`config.mk`:
```
export PLATFORM = sky130hd
export DESIGN_NAME = mbe_ctrl
export DESIGN_NICKNAME = d
export VERILOG_FILES = /design/src/sv/mbe_pkg.sv /design/src/sv/mbe_ctrl.sv
export SDC_FILE = /design/constraint.sdc
export NUM_CORES = 1
export LEC_CHECK = 0
export ABC_AREA = 0
export BUFFER_PORTS_ARGS = -buffer_cell sky130_fd_sc_hd__buf_2
export CAP_MARGIN = 20
export CORE_AREA = 2 2 39 41
export CTS_CLUSTER_DIAMETER = 200
export DETAILED_ROUTE_END_ITERATION = 10
export DIE_AREA = 0 0 41 43
export GPL_ROUTABILITY_DRIVEN = 0
export PLACE_DENSITY = 0.46
export SLEW_MARGIN = 20
export SYNTH_ARGS = -nofsm -noshare
export SYNTH_HDL_FRONTEND = slang
export SYNTH_SLANG_ARGS = --single-unit
```
`constraint.sdc`:
```
create_clock -name clk_i -period 1.6 [get_ports clk_i]
set_clock_uncertainty 0.2 [all_clocks]
set_input_delay 0.08 -clock clk_i [delete_from_list [all_inputs] [get_ports clk_i]]
set_output_delay 0.08 -clock clk_i [all_outputs]
set_load 0.03 [all_outputs]
```
`src/sv/mbe_pkg.sv`:
```
// Shared types, constants and helpers for the Mandelbrot escape-time pixel block
package mbe_pkg;

  // Field widths
  localparam int COORD_BITS   = 12;
  localparam int COORD_W      = 32;  // signed Q4.28
  localparam int STEP_W       = 31;  // unsigned Q3.28
  localparam int ITER_W       = 16;
  localparam int COLOR_W      = 8;
  localparam int PALETTE_SIZE = 16;
  localparam int PAL_IDX_W    = $clog2(PALETTE_SIZE);
  localparam int FRAC_BITS    = 28;
  localparam int PROD_W       = 2 * COORD_W;
  localparam int WIDE_W       = 48;  // headroom for every intermediate sum

  // Configuration port
  localparam int CFG_IDX_W  = 3;
  localparam int CFG_DATA_W = 32;

  typedef enum logic [CFG_IDX_W-1:0] {
    CFG_X_LEFT   = 3'd0,
    CFG_Y_TOP    = 3'd1,
    CFG_STEP_X   = 3'd2,
    CFG_STEP_Y   = 3'd3,
    CFG_MAX_ITER = 3'd4
  } cfg_reg_e;

  // Register reset values
  localparam logic signed [COORD_W-1:0] X_LEFT_RST   = -32'sd671088640;
  localparam logic signed [COORD_W-1:0] Y_TOP_RST    = -32'sd268435456;
  localparam logic [STEP_W-1:0]         STEP_X_RST   = 31'd1468006;
  localparam logic [STEP_W-1:0]         STEP_Y_RST   = 31'd1118481;
  localparam logic [ITER_W-1:0]         MAX_ITER_RST = 16'd128;

  // Escape radius squared, 4.0 in Q4.28
  localparam logic signed [WIDE_W-1:0] ESCAPE_LIMIT = 48'sd1 <<< (FRAC_BITS + 2);

  localparam logic signed [WIDE_W-1:0] SAT_MAX = 48'sd2147483647;
  localparam logic signed [WIDE_W-1:0] SAT_MIN = -48'sd2147483648;

  // Palette, packed as {red, green, blue}
  localparam logic [3*COLOR_W-1:0] PALETTE [PALETTE_SIZE] = '{
    {8'd66,  8'd30,  8'd15 }, {8'd25,  8'd7,   8'd26 },
    {8'd9,   8'd1,   8'd47 }, {8'd4,   8'd4,   8'd73 },
    {8'd0,   8'd7,   8'd100}, {8'd12,  8'd44,  8'd138},
    {8'd24,  8'd82,  8'd177}, {8'd57,  8'd125, 8'd209},
    {8'd134, 8'd181, 8'd229}, {8'd211, 8'd236, 8'd248},
    {8'd241, 8'd233, 8'd191}, {8'd248, 8'd201, 8'd95 },
    {8'd255, 8'd170, 8'd0  }, {8'd204, 8'd128, 8'd0  },
    {8'd153, 8'd87,  8'd0  }, {8'd106, 8'd52,  8'd3  }
  };

  // Controller state
  typedef enum logic [2:0] {
    ST_IDLE,
    ST_SETUP,
    ST_MUL,
    ST_UPD,
    ST_DONE
  } state_e;

  // Controller to datapath
  typedef struct packed {
    logic load_pix;
    logic load_c;
    logic mul;
    logic upd;
    logic push;
  } cmd_t;

  // Datapath to controller
  typedef struct packed {
    logic cap_hit;
    logic escaped;
  } status_t;

  // Clamp a wide signed value into the signed 32-bit range
  function automatic logic signed [COORD_W-1:0] sat32(input logic signed [WIDE_W-1:0] v);
    logic signed [COORD_W-1:0] r;
    if (v > SAT_MAX) begin
      r = SAT_MAX[COORD_W-1:0];
    end else if (v < SAT_MIN) begin
      r = SAT_MIN[COORD_W-1:0];
    end else begin
      r = v[COORD_W-1:0];
    end
    return r;
  endfunction

endpackage

```
`src/sv/mbe_ctrl.sv`:
```
// Sequencer: one pixel at a time, a multiply state and an update state per iteration
module mbe_ctrl (
  input  logic             clk_i,
  input  logic             rst_ni,
  input  logic             pix_valid_i,
  output logic             pix_ready_o,
  output logic             res_valid_o,
  input  logic             res_ready_i,
  input  mbe_pkg::status_t status_i,
  output mbe_pkg::cmd_t    cmd_o
);

  mbe_pkg::state_e state_q, state_d;
  logic            out_valid_q, out_valid_d;
  logic            slot_free;

  // Result slot empties this cycle or already is empty
  assign slot_free = !out_valid_q || res_ready_i;

  // Next state
  always_comb begin
    state_d = state_q;
    case (state_q)
      mbe_pkg::ST_IDLE: begin
        if (pix_valid_i) state_d = mbe_pkg::ST_SETUP;
      end
      mbe_pkg::ST_SETUP: begin
        state_d = mbe_pkg::ST_MUL;
      end
      mbe_pkg::ST_MUL: begin
        state_d = status_i.cap_hit ? mbe_pkg::ST_DONE : mbe_pkg::ST_UPD;
      end
      mbe_pkg::ST_UPD: begin
        state_d = status_i.escaped ? mbe_pkg::ST_DONE : mbe_pkg::ST_MUL;
      end
      mbe_pkg::ST_DONE: begin
        if (slot_free) state_d = mbe_pkg::ST_IDLE;
      end
      default: state_d = mbe_pkg::ST_IDLE;
    endcase
  end

  // Commands
  always_comb begin
    cmd_o       = '0;
    pix_ready_o = 1'b0;
    case (state_q)
      mbe_pkg::ST_IDLE: begin
        pix_ready_o    = 1'b1;
        cmd_o.load_pix = pix_valid_i;
      end
      mbe_pkg::ST_SETUP: cmd_o.load_c = 1'b1;
      mbe_pkg::ST_MUL:   cmd_o.mul    = !status_i.cap_hit;
      mbe_pkg::ST_UPD:   cmd_o.upd    = !status_i.escaped;
      mbe_pkg::ST_DONE:  cmd_o.push   = slot_free;
      default: ;
    endcase
  end

  // Result slot occupancy
  always_comb begin
    out_valid_d = out_valid_q;
    if (cmd_o.push) begin
      out_valid_d = 1'b1;
    end else if (res_ready_i) begin
      out_valid_d = 1'b0;
    end
  end

  assign res_valid_o = out_valid_q;

  always_ff @(posedge clk_i or negedge rst_ni) begin
    if (!rst_ni) begin
      state_q     <= mbe_pkg::ST_IDLE;
      out_valid_q <= 1'b0;
    end else begin
      state_q     <= state_d;
      out_valid_q <= out_valid_d;
    end
  end

endmodule

```
### Word-level counts from Yosys, hierarchy flattened

Cells that the tools add are included.

| storage, ports and cells | value |
|---|---|
| bits in registers | 4 |
| input bits | 6 |
| output and inout port bits | 7 |

| cells by class | value |
|---|---|
| equality and inequality tests | 6 |
| multiplexer cells | 13 |
| reduce and logical (&&, ||, !) cells | 7 |

Operators with widths:

| kind | count |
|---|---|
| $pmux 3 s5 | 1 |
| $mux 3 | 4 |
| $mux 1 | 8 |
| $eq 3x2->1 const B | 2 |
| $ne 2x2->1 const B | 2 |
| $eq 3x1->1 const B | 1 |
| $eq 3x3->1 const B | 1 |
| $logic_not 1->1 | 3 |
| $logic_not 3->1 | 1 |
| $reduce_and 2->1 | 1 |
| $reduce_bool 2->1 | 1 |
| $logic_or 1x1->1 | 1 |

### Depth between registers and ports, before layout

Gate-level depths: netlist of run 1.

| depth | value |
|---|---|
| word-level depth | 4 |
| mapped depth | 3 |
| depth with buffers taken out | 2 |

### Worst setup path after synthesis of run 1

Ideal clock, no wire load.

| timing | value |
|---|---|
| path kind | reg-to-reg |
| start point | register state_q[2] |
| end point | register state_q[1] |
| arrival time | 1.682 ns |
| setup slack | -0.351 ns |
| cell stages (with the launch flop) | 3 |
| path buffers | 0 |
| period minus slack after synthesis | 1.951 ns |
| cells stage by stage | dfrtp_1 > nor4bb_1 > or3_1 |

| on the way | value |
|---|---|
| word-level cells in the longest chain between the ends | 3 |

Ends and longest elaborated chain:

| what | RTL line | text |
|---|---|---|
| start: declaration | mbe_ctrl.sv:13 | `mbe_pkg::state_e state_q, state_d;` |
| start signal: assignment | mbe_ctrl.sv:74 | `state_q <= mbe_pkg::ST_IDLE;` |
| start signal: assignment | mbe_ctrl.sv:77 | `state_q <= state_d;` |
| $eq 3x3->1 or $logic_not 3->1 (tied branches) | mbe_ctrl.sv:23 | `case (state_q)` |
| $ne 2x2->1 (no line) | n/a |  |
| $reduce_and 2->1 (no line) | n/a |  |

Parallel ways exist; a longest one is shown, timed or not.
A chain may end at the register's enable or synchronous reset.

==> qor.csv, run 1 <==
metric;value;unit
status;finished with violations;
violations;setup timing;
rsz0062_at_grt;true;
yosysSeqAreaShare;47.1;%
hold_depth;3;
die_area;1760;sq um
fp.dieH;43;um
drive_gt1_share;62.8;%
yosys-top-cells-area;dfrtp_1, nor4b_2, mux2i_1;
start_util;15.4;%
synth-async-reset-ratio;100;%
ys.flop_type;dfrtp_1;
power;828;uW
insertion_delay;0.24;ns
nFillCells;142;
core;1380;sq um
num_rows;14;
finalMaxSlewViolations;0;
timing.final.crit_share;103;%
crit_path_end_kind;output port;
cts_max_path_buffers;2;
max_slew.worst_pin.slew;0.283;ns
cts_root_buffer;clkbuf_4;
antenna_found_initial;0;
cts_made_buffers;3;
grt_max_degree;7;
io_buffers;12;
use_met2;11.9;%
drc_errors;0;
tns;-0.0471;ns
setup_viol;1;
critPathKind;reg -> out;
vias_per_cell;4.19;
grt_pass1_wl;979;um
first_iter_violations;1;
critPathRequiredTime;1.32;ns
die_w;41;um
synthCells;19;
hold_class;in -> reg;
wl_per_cell;10.5;um
yosysMostFrequentCell;dfrtp_1;
nets;51;
synth_nets;25;
fin_ws;-0.0471;ns
use_met1;10.4;%
firstDrtPassIters;2;
routed_wl;619;um
start_kind;flop;
grt_most_used_layer;met2;
synth-edff-count;0;
clk_pin_slew;0.04;ns
syn2layout_area_growth;102;%
power_density;1920;nW/um^2
ir_drop;0.000907;V
vias;247;
cts_tree;yes;
grtUsageTotal;8.55;%
htreeDepth;1;
grt_overflow;0;
drtAntennaViolNets;0;
synth_top_area_share;47.1;%
use_met3;7.85;%
reg2regPathDepth;3;
synth_top_area_cell;dfrtp_1;
fin_util;31.1;%
postSynthAreaPerCell;11.2;sq um
worstPathArrival;1.37;ns
worstPathMaxFanout;6;
ys_ff_latch;4;
ys_warn_count;0;
p_leak;0.000214;uW
synth_cell_types;16;
grt_pass1_vias;237;
post_dp_cell_area;297;sq um
drv_cap;0;
clock_sinks;4;
hpwl;386;um
hold_violations;0;
syn-cell-area;213;sq um
antenna_cells;0;
io_pins;13;
slew_headroom;80.9;%
fmax;607;MHz
postLayoutCellArea;430;sq um
period_minus_slack;1.65;ns
-- final timing paths --
| check | slack (ns) | end | start |
|---|---|---|---|
| hold reg to reg | 0.32 | res_valid_o | res_valid_o |
| min in group asynchronous | 0.54 | state_q[1] | rst_ni |
| setup / recovery | -0.05 | cmd_o[0] | state_q[1] |
| max in group asynchronous | 0.47 | state_q[2] | rst_ni |
| setup reg to reg | 0.19 | state_q[2] | state_q[1] |
| hold / removal | 0.05 | state_q[2] | status_i[0] |
-- sequential cells by signal, indices dropped and copies added (netlist names) --
register	cells
state_q	3
res_valid_o	1
-- worst max-delay path: stages (launching register included) --
cell	delay (ns)
dfrtp_2	0.43
or3b_4	0.41
nor2b_1	0.12
buf_4	0.17
-- report_power, final --
group	leakage (uW)	internal [uW]	switching [uW]
logic	0.000152	229	255
clock network	0.0000138	84.6	50.9
registers	0.0000483	151	57.3
total	0.000214	465	363
-- routing by layer --
layer  vias to the layer above  wire length [um]
met3                         0                75
met2                        16               260
li1                        116                 -
met5                         -                 0
met1                       115               282
met4                         0                 0
-- cell families after synthesis --
group,synth area share [%]
AO/OA/AOI/OAI,7.65
buffers and inverters,5.29
flip-flops,47.1
multiplexers,4.71
AND/OR/NAND/NOR,35.3
-- layout make-up --
| cell class | instances | area, sq um | area share (%) |
|---|---|---|---|
| Inverter | 1 | 3.75 | 0.872 |
| Tap cell | 16 | 20.0 | 4.65 |
| Multi-Input combinational cell | 13 | 121 | 28.2 |
| Clock buffer | 3 | 22.5 | 5.23 |
| Sequential cell | 4 | 104 | 24.1 |
| Timing Repair Buffer | 22 | 159 | 36.9 |
-- cells in the final DEF (no fill, tap or decap), drive strengths merged --
| cell type | n |
|---|---|
| buf | 16 |
| dlygate4sd3 | 5 |
| clkbuf | 4 |
| dfrtp | 4 |
| nor4bb | 1 |
| nor3b | 1 |
| nor4b | 1 |
| nor3 | 1 |
| or3b | 1 |
| nand2b | 1 |
| nor2b | 1 |
| and2 | 1 |
| or3 | 1 |
| a21o | 1 |
| inv | 1 |
| mux2i | 1 |
| o32ai | 1 |
| nand2 | 1 |
-- stage by stage --
| stage | std cells | hold slack [ns] | worst slack, ns |
|---|---|---|---|
| global route | 59 | 0.0864 | -0.0964 |
| CTS | 55 | 0.0266 | -0.0686 |
| finish | 59 | 0.0471 | -0.0471 |
| floorplan | 19 | -0.416 | -0.0865 |
| global placement | 46 | -0.307 | 0.152 |
| detailed placement | 46 | -0.308 | 0.149 |
-- timing repair --
action	4_1_cts	5_1_grt
endpoints found under the setup margin	1	4
hold endpoints to repair	7	0
gates resized for setup	7	2
hold buffers	5	0
setup buffers	1	4
pin swaps	1	1
Note: power is estimated with default switching activity, not from simulation.
==> run 2: changes to the inputs <==
--- a/config.mk
+++ b/config.mk
@@ -8,12 +8,14 @@
 export ABC_AREA = 0
 export BUFFER_PORTS_ARGS = -buffer_cell sky130_fd_sc_hd__buf_2
 export CAP_MARGIN = 20
+export CELL_PAD_IN_SITES_DETAIL_PLACEMENT = 0
+export CELL_PAD_IN_SITES_GLOBAL_PLACEMENT = 1
 export CORE_AREA = 2 2 39 41
 export CTS_CLUSTER_DIAMETER = 200
 export DETAILED_ROUTE_END_ITERATION = 10
 export DIE_AREA = 0 0 41 43
 export GPL_ROUTABILITY_DRIVEN = 0
-export PLACE_DENSITY = 0.46
+export PLACE_DENSITY = 0.56
 export SLEW_MARGIN = 20
 export SYNTH_ARGS = -nofsm -noshare
 export SYNTH_HDL_FRONTEND = slang
==> run 2 against run 1 <==
Sequential share of layout area is 0.081 points lower. Critical path depth stayed put. Flip-flop and latch count stayed put. Largest cell class unchanged. The run ends with hold timing, setup timing left.
==> qor.csv, run 2 (synthesis results as in run 1) <==
metric;value;unit;change
first_iter_violations;6;;was 1
seqCellArea;103;sq um;was 104 sq um
nFillCells;156;;was 142
tns;-0.0291;ns;was -0.0471 ns
worstPathArrival;1.35;ns;was 1.37 ns
syn2layout_area_growth;101;%;was 102%
insertion_delay;0.23;ns;was 0.24 ns
core;1380;sq um;unchanged
htreeDepth;1;;unchanged
critPathRequiredTime;1.32;ns;about the same
fmax;614;MHz;was 607 MHz
slew_headroom;79.6;%;was 80.9%
cts_root_buffer;clkbuf_4;;unchanged
multi_input_area;129;sq um;was 121 sq um
clock_sinks;4;;unchanged
cts_max_path_buffers;2;;unchanged
critPathKind;reg -> out;;unchanged
timing.final.crit_share;102;%;was 103%
die_w;41;um;unchanged
fin_util;30.8;%;was 31.1%
fin_ws;-0.0291;ns;was -0.0471 ns
vias_per_cell;4.03;;was 4.19
grt_max_degree;7;;unchanged
rrSetupSlack;0.19;ns;about the same
largest_register_ffs;3;;unchanged
final_cell_mix;buf_2, buf_4, dlygate4sd3_1;;unchanged
status;finished with violations;;unchanged
start_kind;flop;;unchanged
top_register;state_q;;unchanged
power;840;uW;was 828 uW
drtAntennaViolNets;0;;unchanged
vias;234;;was 247
clk_pin_slew;0.03;ns;was 0.04 ns
grt_pass1_vias;213;;was 237
hold_class;in -> reg;;unchanged
io_buffers;12;;unchanged
hold_violations;1;;was 0
grtUsageTotal;8.46;%;was 8.55%
period_minus_slack;1.63;ns;was 1.65 ns
cts_tree;yes;;unchanged
start_util;15.4;%;unchanged
wl_per_cell;10.2;um;was 10.5 um
grt_pass1_wl;897;um;was 979 um
power_density;1970;nW/um^2;was 1920 nW/um^2
drc_errors;0;;unchanged
p_leak;0.000216;uW;was 0.000214 uW
antenna_found_initial;0;;unchanged
antenna_cells;0;;unchanged
drv_cap;0;;unchanged
finalMaxSlewViolations;0;;unchanged
setup_viol;1;;unchanged
post-place-cells;46;;unchanged
ir_drop;0.000864;V;was 0.000907 V
rsz0062_at_grt;true;;unchanged
worstPathMaxFanout;5;;was 6
layout_commonest_cell;buf_2;;unchanged
cts_made_buffers;3;;unchanged
max_slew.worst_pin.slew;0.305;ns;was 0.283 ns
firstDrtPassIters;3;;was 2
reg2regPathDepth;3;;unchanged
hold_buffers;4;;was 5
violations;hold timing, setup timing;;was setup timing
hpwl;399;um;was 386 um
io_pins;13;;unchanged
stdcell_count;58;;was 59
routed_wl;592;um;was 619 um
hold_depth;3;;unchanged
num_rows;14;;unchanged
grt_overflow;0;;unchanged
drive_gt1_share;66.7;%;was 62.8%
nets;50;;was 51
fp.dieH;43;um;unchanged
die_area;1760;sq um;unchanged
holdWs;-0.00478;ns;was 0.0471 ns
crit_path_end_kind;output port;;unchanged
[run 2: cell count changes in the layout (fill, tap and decap cells not counted), sizes merged]
cell | before | now
buf | 16 | 17
clkbuf | 4 | 3
dlygate4sd3 | 5 | 4
[run 2: repair_timing]
| action | in CTS | in global routing |
|---|---|---|
| endpoints found under the hold margin | 7 | 1 |
| gates cloned | 0 | 0 |
| resized for setup | 5 | 5 |
| setup endpoints to repair | 2 | 4 |
| pin swaps | 0 | 1 |
| setup buffers | 3 | 2 |
[run 2: layout make-up]
class	count	share of cell area [%]
inverters	1	0.880
repair buffers	21	34.9
well taps	16	4.69
clock buffers	3	5.28
flip-flops and latches	4	24.0
multi-input cells	13	30.2
[run 2: per-layer routing]
layer  track usage [%]  vias to the layer above  wire (um)
met5                 0                        -          0
met4              6.00                        0          0
met3              6.28                        0         67
met2              10.3                       13        271
met1              9.74                      106        253
li1                  -                      115          -
[run 2: final timing paths]
kind / startpoint / to
max: state_q[0] / cmd_o[0]
max reg2reg: state_q[0] / state_q[1]
max in group asynchronous: rst_ni / state_q[0]
min reg2reg: res_valid_o / res_valid_o
min: status_i[1] / state_q[0]
min in group asynchronous: rst_ni / res_valid_o
[run 2: stage by stage]
stage          cell area (sq um)  setup WS [ns]
4_1_cts                      392        -0.0436
3_3_place_gp                 297          0.159
2_1_floorplan                224        -0.0865
5_1_grt                      427        -0.0817
3_5_place_dp                 297          0.124
6_report                     427        -0.0291
[run 2: power breakdown]
group          leakage (uW)  internal, uW  switching [uW]
Sequential        0.0000496           149            52.8
Combinational      0.000153           250             267
Clock             0.0000138          83.6            36.7
[run 2: critical path: stages, from the launching register on]
cell	delay, ns
dfrtp_2	0.43
or3b_4	0.41
nor2b_1	0.12
buf_4	0.17
==> run 3: changes to the inputs <==
--- a/config.mk
+++ b/config.mk
@@ -15,7 +15,8 @@
 export DETAILED_ROUTE_END_ITERATION = 10
 export DIE_AREA = 0 0 41 43
 export GPL_ROUTABILITY_DRIVEN = 0
-export PLACE_DENSITY = 0.56
+export PLACE_DENSITY = 0.51
+export SETUP_SLACK_MARGIN = 0.05
 export SLEW_MARGIN = 20
 export SYNTH_ARGS = -nofsm -noshare
 export SYNTH_HDL_FRONTEND = slang
==> constraint.sdc (replaced) <==
create_clock -name clk_i -period 1.7 [get_ports clk_i]
set_clock_uncertainty 0.2 [all_clocks]
set_input_delay 0.085 -clock clk_i [delete_from_list [all_inputs] [get_ports clk_i]]
set_output_delay 0.085 -clock clk_i [all_outputs]
set_load 0.03 [all_outputs]
==> run 3 against run 2 <==
The flow now finishes without violations. Register-to-register slack improved by 0.09 ns. Sequential share of layout area is 1.1 points higher. Worst setup slack improved by 0.087 ns. First-iteration DRC count decreased by 83%. Die area is the same. Via count increased by 2.1%. Flip-flop and latch count stayed put. Power fell by 12%. Hold slack better by 0.027 ns. Non-clock buffer count stayed put.
==> qor.csv, run 3 (synthesis results as in run 1) <==
metric;value;unit;change
die_area;1760;sq um;unchanged
clock_sinks;4;;unchanged
cp_cell_sequence;or3b_4 -> nor2b_1 -> buf_4;;unchanged
grt_pass1_wl;945;um;was 897 um
cts_root_buffer;clkbuf_4;;unchanged
critical_path.slowest_cell;dfrtp_2;;unchanged
tns;0;ns;was -0.0291 ns
firstDrtPassIters;2;;was 3
routed_wl;625;um;was 592 um
period_minus_slack;1.64;ns;
status;finished clean;;was finished with violations
nets;50;;unchanged
drive_gt1_share;61.9;%;was 66.7%
cts_max_path_buffers;2;;unchanged
wl_per_cell;10.8;um;was 10.2 um
crit_path_end_kind;output port;;unchanged
ir_drop;0.000981;V;was 0.000864 V
drtAntennaViolNets;0;;unchanged
top_register;state_q;;unchanged
grt_overflow;0;;unchanged
vias;239;;was 234
p_leak;0.000205;uW;was 0.000216 uW
core;1380;sq um;unchanged
io_pins;13;;unchanged
fmax;609;MHz;
start_kind;flop;;unchanged
drv_cap;0;;unchanged
slew_headroom;78.1;%;was 79.6%
power_density;1800;nW/um^2;was 1970 nW/um^2
max_slew.worst_pin.slew;0.328;ns;was 0.305 ns
antenna_cells;0;;unchanged
start_util;15.4;%;unchanged
cp.buffers_inverters;1;;unchanged
cts_made_buffers;3;;unchanged
timing.final.crit_share;96.6;%;
io_buffers;12;;unchanged
insertion_delay;0.24;ns;was 0.23 ns
drc_errors;0;;unchanged
antenna_found_initial;0;;unchanged
setup_viol;0;;was 1
critPathRequiredTime;1.41;ns;was 1.32 ns
rsz0062_at_grt;true;;unchanged
grt_max_degree;7;;unchanged
cts_tree;yes;;unchanged
critPathMaxStageDelay;0.43;ns;about the same
critPathKind;reg -> out;;unchanged
cpLargestDelayFamily;simple AND/OR/NAND/NOR gates;;unchanged
vias_per_cell;4.12;;was 4.03
clk_pin_slew;0.04;ns;was 0.03 ns
hold_class;in -> reg;;unchanged
largest_register_ffs;3;;unchanged
nFillCells;147;;was 156
first_iter_violations;1;;was 6
grt_pass1_vias;233;;was 213
power;743;uW;was 840 uW
finalMaxSlewViolations;0;;unchanged
num_rows;14;;unchanged
syn2layout_area_growth;94.1;%;was 101%
fp.dieH;43;um;unchanged
final_cell_mix;buf_2, buf_4, dlygate4sd3_1;;unchanged
htreeDepth;1;;unchanged
hold_violations;0;;was 1
layout_commonest_cell;buf_2;;unchanged
worstPathMaxFanout;5;;unchanged
hpwl;410;um;was 399 um
die_w;41;um;unchanged
worstPathArrival;1.36;ns;was 1.35 ns
fin_util;29.8;%;was 30.8%
grtUsageTotal;9.35;%;was 8.46%
==> run 3: what timing repair did <==
item                       in CTS  in global routing
setup endpoints to repair       1                  4
hold endpoints to repair        7                  0
resized for setup               4                  3
buffers inserted                4                  0
pin swaps                       1                  0
hold buffers                    5                  0
==> run 3: worst min-delay path: stages <==
cell and delay [ns]:
buf_2 0.11, mux2i_1 0.13, o32ai_1 0.09
==> run 3: final cells by class <==
cell class | instances | area [sq um] | share of cell area (%)
Timing Repair Buffer | 21 | 148 | 35.8
Clock buffer | 3 | 22.5 | 5.45
Tap cell | 16 | 20.0 | 4.85
Sequential cell | 4 | 104 | 25.2
Inverter | 1 | 3.75 | 0.909
Multi-Input combinational cell | 13 | 115 | 27.9
==> run 3: final timing paths <==
path / slack (ns) / cells past startpoint / start / to
setup reg to reg: 0.28 / 3 / state_q[0] / state_q[1]
min in group asynchronous: 0.55 / 3 / rst_ni / res_valid_o
max in group asynchronous: 0.54 / 3 / rst_ni / state_q[0]
hold reg to reg: 0.32 / 2 / res_valid_o / res_valid_o
hold / removal: 0.02 / 3 / status_i[0] / state_q[2]
setup / recovery: 0.06 / 3 / state_q[0] / cmd_o[0]
==> run 3: through the flow <==
| step | instance area [sq um] | worst slack (ns) | hold WS (ns) | cells |
|---|---|---|---|---|
| floorplan | 224 | 0.0135 | -0.411 | 19 |
| global placement | 297 | 0.252 | -0.299 | 46 |
| detailed placement | 297 | 0.225 | -0.299 | 46 |
| CTS | 407 | 0.0524 | 0.0179 | 58 |
| global route | 413 | 0.00108 | 0.0403 | 58 |
| finish | 413 | 0.0577 | 0.0220 | 58 |
==> run 3: routing by layer <==
layer  global-route usage [%]  wire, um  vias to the layer above
li1                         -         -                      116
met1                     8.71       276                      110
met2                     12.2       290                       13
met3                     7.85        58                        0
met4                     8.00         0                        0
met5                        0         0                        -
==> run 3: power by group <==
group	total, uW	internal, uW	leakage [uW]	switching (uW)
registers	198	142	0.0000483	55.5
clock network	118	79.0	0.0000138	39.4
logic	426	198	0.000143	228
total	743	419	0.000205	323
